`config.mk`:
```
export PLATFORM = sky130hd
export DESIGN_NAME = morse_element_timing_sequencer_unit
export DESIGN_NICKNAME = d
export VERILOG_FILES = /design/src/design/mets_pkg.sv /design/src/design/mets_timing.sv /design/src/design/mets_front.sv /design/src/design/mets_queue.sv /design/src/design/mets_back.sv /design/src/design/morse_element_timing_sequencer_unit.sv
export SDC_FILE = /design/constraint.sdc
export NUM_CORES = 1
export LEC_CHECK = 0
export BUFFER_PORTS_ARGS = -buffer_cell sky130_fd_sc_hd__buf_2
export CAP_MARGIN = 20
export CORE_MARGIN = 1
export CORE_UTILIZATION = 30
export DETAILED_ROUTE_END_ITERATION = 8
export PLACE_DENSITY = 0.55
export RECOVER_POWER = 50
export SLEW_MARGIN = 20
export SYNTH_ARGS = -nofsm -noshare
export SYNTH_HDL_FRONTEND = slang
export SYNTH_SLANG_ARGS = --single-unit
```
`constraint.sdc`:
```
create_clock -name i_clk -period 17.7 [get_ports i_clk]
set_input_delay 0 -clock i_clk [delete_from_list [all_inputs] [get_ports i_clk]]
set_output_delay 0 -clock i_clk [all_outputs]
set_load 0.01 [all_outputs]
```
`src/design/mets_pkg.sv`:
```
// Shared types and constants of the Morse element timing sequencer.
// No dependencies; every other file of the block imports this package.
`default_nettype none

package mets_pkg;

    // Field widths of the item and result ports
    localparam int PATTERN_W = 8;
    localparam int COUNT_W   = 4;
    localparam int TICK_W    = 16;
    localparam int RUN_W     = TICK_W + 2;

    // Default element limit and queue size between front and back
    localparam int MAX_ELEM_DEF = 8;
    localparam int QUEUE_DEPTH  = 2;

    // Configuration register map
    localparam int CFG_IDX_W = 4;
    localparam logic [CFG_IDX_W-1:0] CFG_UNIT   = 4'd0;
    localparam logic [CFG_IDX_W-1:0] CFG_COMP   = 4'd1;
    localparam logic [CFG_IDX_W-1:0] CFG_CORR   = 4'd2;
    localparam logic [CFG_IDX_W-1:0] CFG_INVERT = 4'd3;

    localparam logic [TICK_W-1:0] UNIT_RESET = 16'd1200;

    // Precomputed run lengths handed from the timing block to the back end
    typedef struct packed {
        logic [RUN_W-1:0] dot_down;   // dot key-down: tc + corr
        logic [RUN_W-1:0] gap_up;     // gap between elements: tc - corr
        logic [RUN_W-1:0] long_run;   // dash or character gap: 3 * tc
        logic [RUN_W-1:0] word_run;   // word space: 4 * tc
        logic             inv;        // line inversion
    } t_timing;

    // Values that follow from the reset configuration
    localparam t_timing TIMING_RESET = '{
        dot_down: 18'd1200,
        gap_up:   18'd1200,
        long_run: 18'd3600,
        word_run: 18'd4800,
        inv:      1'b0
    };

endpackage

`default_nettype wire

```
`src/design/mets_timing.sv`:
```
// Configuration registers and derived run lengths of the sequencer.
// Depends on mets_pkg.
`default_nettype none

module mets_timing (
    input  wire logic                           i_clk,
    input  wire logic                           i_rst_n,
    input  wire logic                           i_cfg_valid,
    output logic                                o_cfg_ready,
    input  wire logic [mets_pkg::CFG_IDX_W-1:0] i_cfg_index,
    input  wire logic [mets_pkg::TICK_W-1:0]    i_cfg_data,
    output mets_pkg::t_timing                   o_timing
);
    import mets_pkg::*;

    logic [TICK_W-1:0]        r_unit;
    logic [TICK_W-1:0]        r_comp;
    logic [TICK_W-1:0]        r_corr;
    logic                     r_inv;
    t_timing                  r_timing;
    t_timing                  n_timing;

    logic [TICK_W-1:0]        tc;
    logic [TICK_W-2:0]        half;
    logic signed [TICK_W:0]   corr_x;
    logic signed [TICK_W:0]   half_s;
    logic signed [TICK_W:0]   corr_c;
    logic [RUN_W-1:0]         tc_x;
    logic [RUN_W-1:0]         corr_e;

    assign o_cfg_ready = 1'b1;

    // Register writes; unknown indexes are dropped
    always_ff @(posedge i_clk) begin
        if (!i_rst_n) begin
            r_unit <= UNIT_RESET;
            r_comp <= '0;
            r_corr <= '0;
            r_inv  <= 1'b0;
        end else if (i_cfg_valid) begin
            unique case (i_cfg_index)
                CFG_UNIT:   r_unit <= i_cfg_data;
                CFG_COMP:   r_comp <= i_cfg_data;
                CFG_CORR:   r_corr <= i_cfg_data;
                CFG_INVERT: r_inv  <= i_cfg_data[0];
                default:    ;
            endcase
        end
    end

    // Effective unit, then correction clamped to +/- half of it
    always_comb begin
        tc     = (r_comp < r_unit) ? (r_unit - r_comp) : r_unit;
        half   = tc[TICK_W-1:1];
        corr_x = {r_corr[TICK_W-1], r_corr};
        half_s = {2'b00, half};
        if (corr_x < -half_s) begin
            corr_c = -half_s;
        end else if (corr_x > half_s) begin
            corr_c = half_s;
        end else begin
            corr_c = corr_x;
        end
        tc_x   = {2'b00, tc};
        corr_e = {corr_c[TICK_W], corr_c};

        n_timing.dot_down = tc_x + corr_e;
        n_timing.gap_up   = tc_x - corr_e;
        n_timing.long_run = tc_x + {tc_x[RUN_W-2:0], 1'b0};
        n_timing.word_run = {tc, 2'b00};
        n_timing.inv      = r_inv;
    end

    // Derived lengths are registered from the written configuration registers
    always_ff @(posedge i_clk) begin
        if (!i_rst_n) begin
            r_timing <= TIMING_RESET;
        end else begin
            r_timing <= n_timing;
        end
    end

    assign o_timing = r_timing;

endmodule

`default_nettype wire

```
`src/design/mets_front.sv`:
```
// Front end: takes characters, saturates the element count and widens the
// pattern, then writes them into the queue. Depends on mets_pkg.
`default_nettype none

module mets_front #(
    parameter int MAX_ELEMENTS = mets_pkg::MAX_ELEM_DEF,
    parameter int CNT_W        = $clog2(MAX_ELEMENTS + 1)
) (
    input  wire logic                           i_valid,
    output logic                                o_stall,
    input  wire logic [mets_pkg::PATTERN_W-1:0] i_element_pattern,
    input  wire logic [mets_pkg::COUNT_W-1:0]   i_element_count,
    input  wire logic                           i_q_full,
    output logic                                o_q_push,
    output logic [MAX_ELEMENTS+CNT_W-1:0]       o_q_data
);
    import mets_pkg::*;

    localparam int CMP_W = COUNT_W + 1;

    logic [CMP_W-1:0]        count_x;
    logic [CMP_W-1:0]        count_sat;
    logic [MAX_ELEMENTS-1:0] pattern;

    // Transfer whenever the queue has room
    assign o_stall  = i_q_full;
    assign o_q_push = i_valid && !i_q_full;

    // Counts above the element limit are cut to the limit
    always_comb begin
        count_x   = {1'b0, i_element_count};
        count_sat = (count_x > CMP_W'(MAX_ELEMENTS)) ? CMP_W'(MAX_ELEMENTS) : count_x;
    end

    // Elements past the pattern field are dots
    for (genvar g = 0; g < MAX_ELEMENTS; g++) begin : g_pat
        if (g < PATTERN_W) begin : g_bit
            assign pattern[g] = i_element_pattern[g];
        end else begin : g_dot
            assign pattern[g] = 1'b0;
        end
    end

    assign o_q_data = {pattern, count_sat[CNT_W-1:0]};

endmodule

`default_nettype wire

```
`src/design/mets_queue.sv`:
```
// Short FIFO that decouples the front end from the run sequencer.
// Depends on mets_pkg for the default depth.
`default_nettype none

module mets_queue #(
    parameter int W     = 8,
    parameter int DEPTH = mets_pkg::QUEUE_DEPTH
) (
    input  wire logic         i_clk,
    input  wire logic         i_rst_n,
    input  wire logic         i_push,
    input  wire logic [W-1:0] i_data,
    input  wire logic         i_pop,
    output logic [W-1:0]      o_data,
    output logic              o_full,
    output logic              o_empty
);
    import mets_pkg::*;

    localparam int PTR_W = (DEPTH > 1) ? $clog2(DEPTH) : 1;
    localparam int LVL_W = $clog2(DEPTH + 1);

    logic [W-1:0]     r_mem [DEPTH];
    logic [PTR_W-1:0] r_wr_ptr;
    logic [PTR_W-1:0] r_rd_ptr;
    logic [LVL_W-1:0] r_level;

    assign o_full  = (r_level == LVL_W'(DEPTH));
    assign o_empty = (r_level == '0);
    assign o_data  = r_mem[r_rd_ptr];

    // Storage
    always_ff @(posedge i_clk) begin
        if (i_push) begin
            r_mem[r_wr_ptr] <= i_data;
        end
    end

    // Pointers and fill level
    always_ff @(posedge i_clk) begin
        if (!i_rst_n) begin
            r_wr_ptr <= '0;
            r_rd_ptr <= '0;
            r_level  <= '0;
        end else begin
            if (i_push) begin
                r_wr_ptr <= (r_wr_ptr == PTR_W'(DEPTH - 1)) ? '0 : r_wr_ptr + 1'b1;
            end
            if (i_pop) begin
                r_rd_ptr <= (r_rd_ptr == PTR_W'(DEPTH - 1)) ? '0 : r_rd_ptr + 1'b1;
            end
            if (i_push && !i_pop) begin
                r_level <= r_level + 1'b1;
            end else if (i_pop && !i_push) begin
                r_level <= r_level - 1'b1;
            end
        end
    end

endmodule

`default_nettype wire

```
`src/design/mets_back.sv`:
```
// Back end: walks one character's elements and emits one key-line run per
// cycle into the output register while it is not stalled. Depends on mets_pkg.
`default_nettype none

module mets_back #(
    parameter int MAX_ELEMENTS = mets_pkg::MAX_ELEM_DEF,
    parameter int CNT_W        = $clog2(MAX_ELEMENTS + 1)
) (
    input  wire logic                            i_clk,
    input  wire logic                            i_rst_n,
    input  wire logic [MAX_ELEMENTS+CNT_W-1:0]   i_q_data,
    input  wire logic                            i_q_empty,
    output logic                                 o_q_pop,
    input  mets_pkg::t_timing                    i_timing,
    output logic                                 o_valid,
    input  wire logic                            i_stall,
    output logic                                 o_key_level,
    output logic [mets_pkg::RUN_W-1:0]           o_run_ticks,
    output logic                                 o_last_run
);
    import mets_pkg::*;

    // Sequencer registers
    logic                    r_busy;
    logic [MAX_ELEMENTS-1:0] r_pat;
    logic [CNT_W-1:0]        r_left;
    logic                    r_up;
    logic                    r_word;

    // Output register
    logic                    r_valid;
    logic                    r_level;
    logic [RUN_W-1:0]        r_ticks;
    logic                    r_last;

    logic                    slot_free;
    logic                    emit;
    logic                    last_elem;
    logic                    last_emit;
    logic                    n_level;
    logic [RUN_W-1:0]        n_ticks;
    logic                    n_last;

    assign slot_free = !r_valid || !i_stall;
    assign emit      = r_busy && slot_free;
    assign last_elem = (r_left == CNT_W'(1));
    assign last_emit = emit && (r_word || (r_up && last_elem));
    assign o_q_pop   = !i_q_empty && (!r_busy || last_emit);

    // Run for the current element and phase
    always_comb begin
        if (r_word) begin
            n_level = i_timing.inv;
            n_ticks = i_timing.word_run;
            n_last  = 1'b1;
        end else if (!r_up) begin
            n_level = !i_timing.inv;
            n_ticks = r_pat[0] ? i_timing.long_run : i_timing.dot_down;
            n_last  = 1'b0;
        end else begin
            n_level = i_timing.inv;
            n_ticks = last_elem ? i_timing.long_run : i_timing.gap_up;
            n_last  = last_elem;
        end
    end

    // Element walk; a pop on the last run starts the next character at once
    always_ff @(posedge i_clk) begin
        if (!i_rst_n) begin
            r_busy <= 1'b0;
        end else begin
            if (emit && !r_word) begin
                r_up <= !r_up;
                if (r_up) begin
                    r_pat  <= r_pat >> 1;
                    r_left <= r_left - 1'b1;
                end
            end
            if (o_q_pop) begin
                r_busy <= 1'b1;
                r_pat  <= i_q_data[MAX_ELEMENTS+CNT_W-1:CNT_W];
                r_left <= i_q_data[CNT_W-1:0];
                r_up   <= 1'b0;
                r_word <= (i_q_data[CNT_W-1:0] == '0);
            end else if (last_emit) begin
                r_busy <= 1'b0;
            end
        end
    end

    // Output register
    always_ff @(posedge i_clk) begin
        if (!i_rst_n) begin
            r_valid <= 1'b0;
        end else if (slot_free) begin
            r_valid <= emit;
        end
    end

    always_ff @(posedge i_clk) begin
        if (emit) begin
            r_level <= n_level;
            r_ticks <= n_ticks;
            r_last  <= n_last;
        end
    end

    assign o_valid     = r_valid;
    assign o_key_level = r_level;
    assign o_run_ticks = r_ticks;
    assign o_last_run  = r_last;

endmodule

`default_nettype wire

```
`src/design/morse_element_timing_sequencer_unit.sv`:
```
// Top level of the Morse element timing sequencer.
// Depends on mets_pkg, mets_timing, mets_front, mets_queue and mets_back.
//
// Each character (dot/dash pattern plus element count) yields one key-down
// and one key-up run per element, or a single key-up word-space run for a
// count of zero. The sequencer emits one run per cycle while the output is
// not stalled, and the next character's first run follows the previous last
// run without a gap when that character is already queued. When the unit
// is idle, a character passes through the queue, the sequencer registers
// and the output register before its first run appears. A two-entry queue
// sits between the input and the sequencer, so up to two characters can be
// taken while an earlier one is still being sent. Run lengths follow
// configuration writes through the timing block's registers.
`default_nettype none

module morse_element_timing_sequencer_unit #(
    parameter int MAX_ELEMENTS = mets_pkg::MAX_ELEM_DEF
) (
    input  wire logic                           i_clk,
    input  wire logic                           i_rst_n,
    // character input
    input  wire logic                           i_valid,
    output logic                                o_stall,
    input  wire logic [mets_pkg::PATTERN_W-1:0] i_element_pattern,
    input  wire logic [mets_pkg::COUNT_W-1:0]   i_element_count,
    // run output
    output logic                                o_valid,
    input  wire logic                           i_stall,
    output logic                                o_key_level,
    output logic [mets_pkg::RUN_W-1:0]          o_run_ticks,
    output logic                                o_last_run,
    // configuration writes
    input  wire logic                           i_cfg_valid,
    output logic                                o_cfg_ready,
    input  wire logic [mets_pkg::CFG_IDX_W-1:0] i_cfg_index,
    input  wire logic [mets_pkg::TICK_W-1:0]    i_cfg_data
);
    import mets_pkg::*;

    localparam int CNT_W   = $clog2(MAX_ELEMENTS + 1);
    localparam int ENTRY_W = MAX_ELEMENTS + CNT_W;

    t_timing              timing;
    logic                 q_push;
    logic                 q_pop;
    logic                 q_full;
    logic                 q_empty;
    logic [ENTRY_W-1:0]   q_wdata;
    logic [ENTRY_W-1:0]   q_rdata;

    mets_timing u_timing (
        .i_clk       (i_clk),
        .i_rst_n     (i_rst_n),
        .i_cfg_valid (i_cfg_valid),
        .o_cfg_ready (o_cfg_ready),
        .i_cfg_index (i_cfg_index),
        .i_cfg_data  (i_cfg_data),
        .o_timing    (timing)
    );

    mets_front #(
        .MAX_ELEMENTS (MAX_ELEMENTS),
        .CNT_W        (CNT_W)
    ) u_front (
        .i_valid           (i_valid),
        .o_stall           (o_stall),
        .i_element_pattern (i_element_pattern),
        .i_element_count   (i_element_count),
        .i_q_full          (q_full),
        .o_q_push          (q_push),
        .o_q_data          (q_wdata)
    );

    mets_queue #(
        .W     (ENTRY_W),
        .DEPTH (QUEUE_DEPTH)
    ) u_queue (
        .i_clk   (i_clk),
        .i_rst_n (i_rst_n),
        .i_push  (q_push),
        .i_data  (q_wdata),
        .i_pop   (q_pop),
        .o_data  (q_rdata),
        .o_full  (q_full),
        .o_empty (q_empty)
    );

    mets_back #(
        .MAX_ELEMENTS (MAX_ELEMENTS),
        .CNT_W        (CNT_W)
    ) u_back (
        .i_clk       (i_clk),
        .i_rst_n     (i_rst_n),
        .i_q_data    (q_rdata),
        .i_q_empty   (q_empty),
        .o_q_pop     (q_pop),
        .i_timing    (timing),
        .o_valid     (o_valid),
        .i_stall     (i_stall),
        .o_key_level (o_key_level),
        .o_run_ticks (o_run_ticks),
        .o_last_run  (o_last_run)
    );

endmodule

`default_nettype wire

```
==> results_tabular.tex, run 1 <==
\begin{tabular}{lr}
\hline
Metric & Value \\
\hline
\multicolumn{2}{l}{\textbf{Status}} \\
Run status & finished, violations left \\
Failing checks & max-capacitance violations, max-slew violations \\
\multicolumn{2}{l}{\textbf{Logic synthesis}} \\
FFs w/ async S/R, synth & 0\% \\
Cell area after technology mapping & 11300 um2 \\
Cell variety after synth & 67 \\
Number of synthesis warnings & 0 \\
Primary FF master, synth & dfxtp\_1 \\
Gate count of the mapped netlist & 1237 \\
Largest cells by area after synthesis & dfxtp\_1 (22\%), edfxtp\_1 (15\%), ha\_1 (12\%) \\
Post-synthesis sequential area ratio & 37.6\% \\
Fraction of post-synthesis cell area in the top cell type by area & 22.2\% \\
Avg Inst Size Synth & 9.11 um2 \\
Number of flip-flops and latches in the synthesized netlist & 183 \\
Cell type with the largest total area after synthesis & dfxtp\_1 \\
Most common cell in the netlist & nor2\_1 \\
Number of synthesized flops with an enable pin & 58 \\
Net count after synthesis & 1387 \\
Most frequent cells after synthesis & nor2\_1 (140), dfxtp\_1 (125), nand2\_1 (123) \\
\multicolumn{2}{l}{\textbf{Detailed routing}} \\
Number of nets with antenna violations after routing & 0 \\
Per-cell via count in the routed design & 4.86 \\
Per-cell routed wire length & 15.2 um \\
Count of TritonRoute iterations in the first routing pass & 5 \\
DR DRC count & 0 \\
Number of vias in the routed layout & 8684 \\
First DRT Iteration DRCs & 534 \\
Total wire length after detailed routing & 27100 um \\
\multicolumn{2}{l}{\textbf{Clock tree}} \\
H-tree depth & 4 \\
Hold\_buf cts & 35 \\
Buffer levels on the longest clock path & 2 \\
Clock tree root buffer cell & clkbuf\_16 \\
CTS tree & built \\
Clock net sink count & 183 \\
Worst-path clk slew & 0.07 ns \\
Latest clock arrival within the worst-skew pair & 0.44 ns \\
Setup fix buffers added after clock tree synthesis & 0 \\
Post-cts gate resize count & 0 \\
Number of buffers added by the clock tree synthesis step & 17 \\
\multicolumn{2}{l}{\textbf{Global routing}} \\
Wire length of the first global-routing pass & 43800 um \\
Number of global-route vias before repair & 8291 \\
Largest net degree at the start of global routing & 60 \\
Total Routing Usage GR & 14.4\% \\
Global route total overflow & 0 \\
Number of antenna violations at the first check in global routing & 0 \\
\multicolumn{2}{l}{\textbf{Min path}} \\
Min-Delay Path Class & in -> reg \\
\multicolumn{2}{l}{\textbf{Pwr}} \\
Power Density & 103 nW/um2 \\
Leakage & 5.33 nW \\
IR Drop Worst-Case VDD & 0.0682 mV \\
Overall power & 0.00133 W \\
\multicolumn{2}{l}{\textbf{Worst setup path}} \\
Standard cell with the maximum stage delay on the critical path & o21ai\_0 \\
Type of element launching the critical path & register \\
Worst-case register-to-register setup slack & 8.53 ns \\
Worst Setup Path Type & reg -> reg \\
Critical path capture point type & register \\
CP Data Arrival Time & 9.48 ns \\
Library cell appearing most often on the critical path & ha\_1 \\
Max FO, Critical Path & 34 \\
Data required time at the worst endpoint & 18.01 ns \\
Slowest cell delay on critical path & 1.04 ns \\
\multicolumn{2}{l}{\textbf{Die}} \\
Initial Util & 30.6\% \\
Chip Height & 196 um \\
Die width & 196 um \\
Die area & 38400 um2 \\
Floorplan row count & 70 \\
I/O pin cnt & 60 \\
Std-Cell Core Area & 36800 um2 \\
\multicolumn{2}{l}{\textbf{Timing}} \\
Final setup violating endpoints & 0 \\
Post-route minimum period & 9.17 ns \\
Setup repair after global routing missed its margin & no \\
Clock tree skew after final layout & 0.0101 ns \\
Sum of negative setup slack & 0 ns \\
Normalized max-slew margin & -30.0\% \\
Slew Viols, Final & 22 \\
Tightest Pin Transition & 1.95 ns \\
Tcrit/Tclk final & 51.8\% \\
Total count of hold-check failures in the final report & 0 \\
Maximum clock frequency & 109 MHz \\
\multicolumn{2}{l}{\textbf{Cells and area}} \\
Count of nets after finishing & 1457 \\
Cell area after layout & 12900 um2 \\
Final cell utilization of the core & 35.1\% \\
\# fillers & 3793 \\
Syn-to-layout area delta & 14.6\% \\
Proportion of layout cells with a drive suffix above 1 & 9.09\% \\
Inserted Diodes & 0 \\
\multicolumn{2}{l}{\textbf{Placed design}} \\
Detailed-placement wirelength estimate & 20500 um \\
Number of port buffers & 58 \\
Area of placed instances & 12000 um2 \\
Global placer's final weighted congestion & 0.875 \\
\multicolumn{2}{l}{\textbf{Flow run}} \\
Number of max-cap violations & 1 \\
\hline
\end{tabular}
-- path summary, 6_finish.rpt --
path	end	start	cells past startpoint
max	u_timing.o_timing[71]	u_timing.r_unit[0]	34
min	u_timing.o_timing[44]	i_rst_n	3
min reg2reg	u_timing.o_timing[0]	u_timing.r_inv	1
max reg2reg	u_timing.o_timing[71]	u_timing.r_unit[0]	34
-- metrics by stage --
stage	setup WS, ns	instances	hold WS (ns)
global placement	8.74	1720	0.188
global route	7.71	1788	0.0797
CTS	8.54	1787	0.0396
finish	8.53	1788	0.0567
floorplan	9.76	1237	0.0731
detailed placement	8.55	1720	0.193
-- flip-flops by register name (all words and copies together), names as in the netlist, 4 cells and up, named ones only --
signal / count
u_back.o_run_ticks: 18
u_back.r_left: 4
u_back.r_pat: 8
u_queue.r_mem: 24
u_timing.o_timing: 69
u_timing.r_comp: 16
u_timing.r_corr: 16
u_timing.r_unit: 16
-- layer usage --
metal  GRT usage, %  share of wire, %  vias to the layer above
met5              0                 0                        -
met4           3.01              0.79                        0
met3           2.56               3.2                       12
met2           21.3                42                      157
met1           21.7                54                     4030
li1               -                 -                     4485
-- worst max-delay path, delay by kind of cell (launching register included) --
kind / cells / cell delay, ns
AOI/OAI and AO/OA: 14 / 4.19
xor gates and xnor gates: 2 / 0.31
and+or+nand+nor: 8 / 1.52
buffers and inverters: 3 / 0.72
DFF: 1 / 0.35
muxes: 1 / 0.10
adders and majority gates: 6 / 1.82
-- final cells by class --
class | instances | area (um2) | share of cell area [%]
inverters | 64 | 245 | 1.90
clock buffers | 18 | 429 | 3.32
clock inverters | 14 | 166 | 1.29
repair buffers | 103 | 683 | 5.29
multi-input cells | 938 | 6570 | 50.8
well taps | 468 | 586 | 4.53
flip-flops and latches | 183 | 4240 | 32.8
-- cell usage in the layout, fill, tap and decap left out, drive strengths merged, types with 8 or more instances in the layout --
master	n
clkbuf	48
or3	10
o21bai	9
ha	109
a21oi	77
nor2b	12
buf	38
xor2	21
a211oi	11
xnor2	42
and2	8
mux2	31
inv	68
nor2	140
nand3	30
edfxtp	58
o21a	14
o21ai	68
nand2	123
or2	8
dfxtp	125
dlygate4sd3	35
nand4	10
nand2b	10
mux2i	84
nor3	24
a21o	17
and3	11
-- kinds of logic after synthesis --
group / synth area share, %
simple gates: 15.9
compound gates: 13.7
flops: 37.6
buf+inv: 4.28
fa+ha+maj: 13.0
mux: 10.6
xor+xnor: 4.89
other cells: 0.0333
-- power by group --
group | switching [W] | total [W] | leakage (nW) | internal (W)
clock | 0.000175 | 0.000387 | 0.286 | 0.000212
sequential | 0.0000372 | 0.000552 | 1.56 | 0.000515
combinational | 0.000233 | 0.000389 | 3.48 | 0.000156
total | 0.000444 | 0.00133 | 5.33 | 0.000883
Power figures use the tool's default switching activity.
==> run 2, diff against run 1 <==
--- a/config.mk
+++ b/config.mk
@@ -10,7 +10,7 @@
 export CORE_MARGIN = 1
 export CORE_UTILIZATION = 30
 export DETAILED_ROUTE_END_ITERATION = 8
-export PLACE_DENSITY = 0.55
+export PLACE_DENSITY = 0.57
 export RECOVER_POWER = 50
 export SLEW_MARGIN = 20
 export SYNTH_ARGS = -nofsm -noshare
==> constraint.sdc (replaced) <==
create_clock -name i_clk -period 8.1 [get_ports i_clk]
set_input_delay 0 -clock i_clk [delete_from_list [all_inputs] [get_ports i_clk]]
set_output_delay 0 -clock i_clk [all_outputs]
set_load 0.01 [all_outputs]
==> run 2 against run 1 <==
  * The run still ends with max-capacitance violations, max-slew violations left
  * Clock skew increased by 0.010 ns
  * Flip-flop and latch count stayed put
  * Register-to-register slack got worse by 8.1 ns
  * Final area increased by 3.0%
  * Die area unchanged
  * Power rose by 120%
  * Via count is 2.2% higher
  * Largest power group unchanged
==> results_tabular.tex, run 2 (synthesis gave the netlist of run 1 again) <==
\begin{tabular}{lr}
\hline
Metric & Value \\
\hline
\multicolumn{2}{l}{\textbf{Cells and area}} \\
Area taken by flip-flops and latches & 4240 um2 (unchanged) \\
Proportion of layout cells with a drive suffix above 1 & 11.3\% (+2.3 points) \\
Flip-flop count of the largest register, all copies and words added & 69 (unchanged) \\
Inserted Diodes & 0 (unchanged) \\
Count of nets after finishing & 1494 (+2.5\%) \\
\# fillers & 3774 (-0.50\%) \\
Commonest cells after routing, fill and taps aside & nor2\_1 (139), dfxtp\_1 (125), nand2\_1 (122) \\
Leading cell type in the layout, fill and taps excluded & nor2\_1 \\
Syn-to-layout area delta & 18.0\% \\
Footprint of the multi-input gates & 6670 um2 (+1.5\%) \\
\multicolumn{2}{l}{\textbf{Placed design}} \\
Global placer's final weighted congestion & 0.884 (+0.97\%) \\
Number of port buffers & 58 (unchanged) \\
Worst Setup Slack post-DPL & 0.00201 ns (-8.55 ns) \\
Detailed-placement wirelength estimate & 21100 um (+3.1\%) \\
\multicolumn{2}{l}{\textbf{Status}} \\
Run status & finished, violations left \\
Failing checks & max-capacitance violations, max-slew violations \\
\multicolumn{2}{l}{\textbf{Timing}} \\
Normalized max-slew margin & -26.1\% (+3.9 points) \\
Worst-case setup margin in the final layout & 0.444 ns (-8.09 ns) \\
Tightest Pin Transition & 1.89 ns (-0.0582 ns) \\
Setup repair after global routing missed its margin & no \\
Final setup violating endpoints & 0 (unchanged) \\
Clock tree skew after final layout & 0.0202 ns (+0.0101 ns) \\
Tcrit/Tclk final & 94.5\% (+43 points) \\
Total count of hold-check failures in the final report & 0 (unchanged) \\
Sum of negative setup slack & 0 ns (unchanged) \\
Slew Viols, Final & 22 (unchanged) \\
Post-route minimum period & 7.66 ns (-1.51 ns) \\
Maximum clock frequency & 131 MHz (+20\%) \\
\multicolumn{2}{l}{\textbf{Worst setup path}} \\
Worst Setup Path Type & reg -> reg \\
CP Data Arrival Time & 7.96 ns (-1.52 ns) \\
Critical path capture point type & register \\
Data required time at the worst endpoint & 8.41 ns (-9.60 ns) \\
Max FO, Critical Path & 13 (-62\%) \\
Slowest cell delay on critical path & 0.48 ns (-0.56 ns) \\
Type of element launching the critical path & register \\
Standard cell with the maximum stage delay on the critical path & a2111oi\_0 \\
\multicolumn{2}{l}{\textbf{Die}} \\
Std-Cell Core Area & 36800 um2 (unchanged) \\
Chip Height & 196 um (unchanged) \\
I/O pin cnt & 60 (unchanged) \\
Floorplan row count & 70 (unchanged) \\
Die area & 38400 um2 (unchanged) \\
Die width & 196 um (unchanged) \\
Initial Util & 30.6\% (unchanged) \\
\multicolumn{2}{l}{\textbf{Clock tree}} \\
Worst-path clk slew & 0.07 ns (about the same) \\
Latest clock arrival within the worst-skew pair & 0.44 ns (about the same) \\
Clock tree root buffer cell & clkbuf\_16 \\
Number of buffers added by the clock tree synthesis step & 17 (unchanged) \\
CTS tree & built \\
H-tree depth & 4 (unchanged) \\
Clock net sink count & 183 (unchanged) \\
Buffer levels on the longest clock path & 2 (unchanged) \\
\multicolumn{2}{l}{\textbf{Detailed routing}} \\
Per-cell via count in the routed design & 4.86 (+0.10\%) \\
DR DRC count & 0 (unchanged) \\
Number of nets with antenna violations after routing & 0 (unchanged) \\
Total wire length after detailed routing & 27600 um (+1.8\%) \\
Number of vias in the routed layout & 8873 (+2.2\%) \\
Per-cell routed wire length & 15.1 um (-0.23\%) \\
First DRT Iteration DRCs & 510 (-4.5\%) \\
Count of TritonRoute iterations in the first routing pass & 5 (unchanged) \\
\multicolumn{2}{l}{\textbf{Flow run}} \\
Number of max-cap violations & 1 (unchanged) \\
\multicolumn{2}{l}{\textbf{Global routing}} \\
Total Routing Usage GR & 14.5\% (+0.036 points) \\
Number of antenna violations at the first check in global routing & 0 (unchanged) \\
Wire length of the first global-routing pass & 44300 um (+1.2\%) \\
Largest net degree at the start of global routing & 61 (+1.7\%) \\
Global route total overflow & 0 (unchanged) \\
Number of global-route vias before repair & 8368 (+0.93\%) \\
\multicolumn{2}{l}{\textbf{Pwr}} \\
Leakage & 5.45 nW (+2.2\%) \\
IR Drop Worst-Case VDD & 0.133 mV (+95\%) \\
Power Density & 219 nW/um2 (+110\%) \\
Overall power & 0.00291 W (+120\%) \\
\multicolumn{2}{l}{\textbf{Min path}} \\
Min-Delay Path Class & in -> reg \\
\hline
\end{tabular}
==> run 2: layer usage <==
metal / wire, um / GRT usage, %
met2: 11900 / 22.0
met3: 800 / 1.86
met5: 0 / 0
met4: 253 / 3.15
met1: 14700 / 21.6
==> run 2: critical path: cells and delay by family (launching register included) <==
family          cells  cell delay, ns
compound gates     13            3.29
simple gates        9            1.32
fa+ha+maj           4            1.18
buf+inv             6            1.00
mux                 2            0.37
flops               1            0.35
==> run 2: repair_timing <==
action                     CTS  global route
setup endpoints to repair    2            14
pin swaps                    0             2
hold endpoints to repair    75             0
hold buffers                49             0
resized for setup            2            21
setup buffers                0             2
==> run 2: report_power, final <==
| group | switching [W] | internal, W | leakage (nW) |
|---|---|---|---|
| clock | 0.000386 | 0.000435 | 0.270 |
| sequential | 0.0000810 | 0.00112 | 1.56 |
| combinational | 0.000522 | 0.000362 | 3.62 |
| total | 0.000989 | 0.00192 | 5.45 |
==> run 2: cell type report <==
type	instances	area share (%)
Tap cell	468	4.40
Timing Repair Buffer	140	7.43
Clock buffer	19	3.25
Multi-Input combinational cell	938	50.1
Sequential cell	183	31.9
Inverter	64	1.84
Clock inverter	13	1.06
==> run 2: worst paths after layout <==
path | startpoint | end | slack (ns) | depth (start not counted)
min | i_rst_n | u_timing.r_unit[10] | 0.07 | 3
min reg2reg | u_timing.r_inv | u_timing.o_timing[0] | 0.47 | 1
max reg2reg | u_timing.r_unit[0] | u_timing.o_timing[53] | 0.44 | 34
max | u_timing.r_unit[0] | u_timing.o_timing[53] | 0.44 | 34
==> run 2: stage by stage <==
| stage | utilization (%) | std cells | area (um2) | hold slack [ns] |
|---|---|---|---|---|
| floorplan | - | 1237 | 11300 | 0.0731 |
| global route | 36.2 | 1825 | 13300 | 0.0842 |
| global placement | 33.0 | 1741 | 12200 | 0.188 |
| detailed placement | 33.1 | 1741 | 12200 | 0.196 |
| finish | 36.2 | 1825 | 13300 | 0.0677 |
| CTS | 36.0 | 1822 | 13200 | 0.0574 |
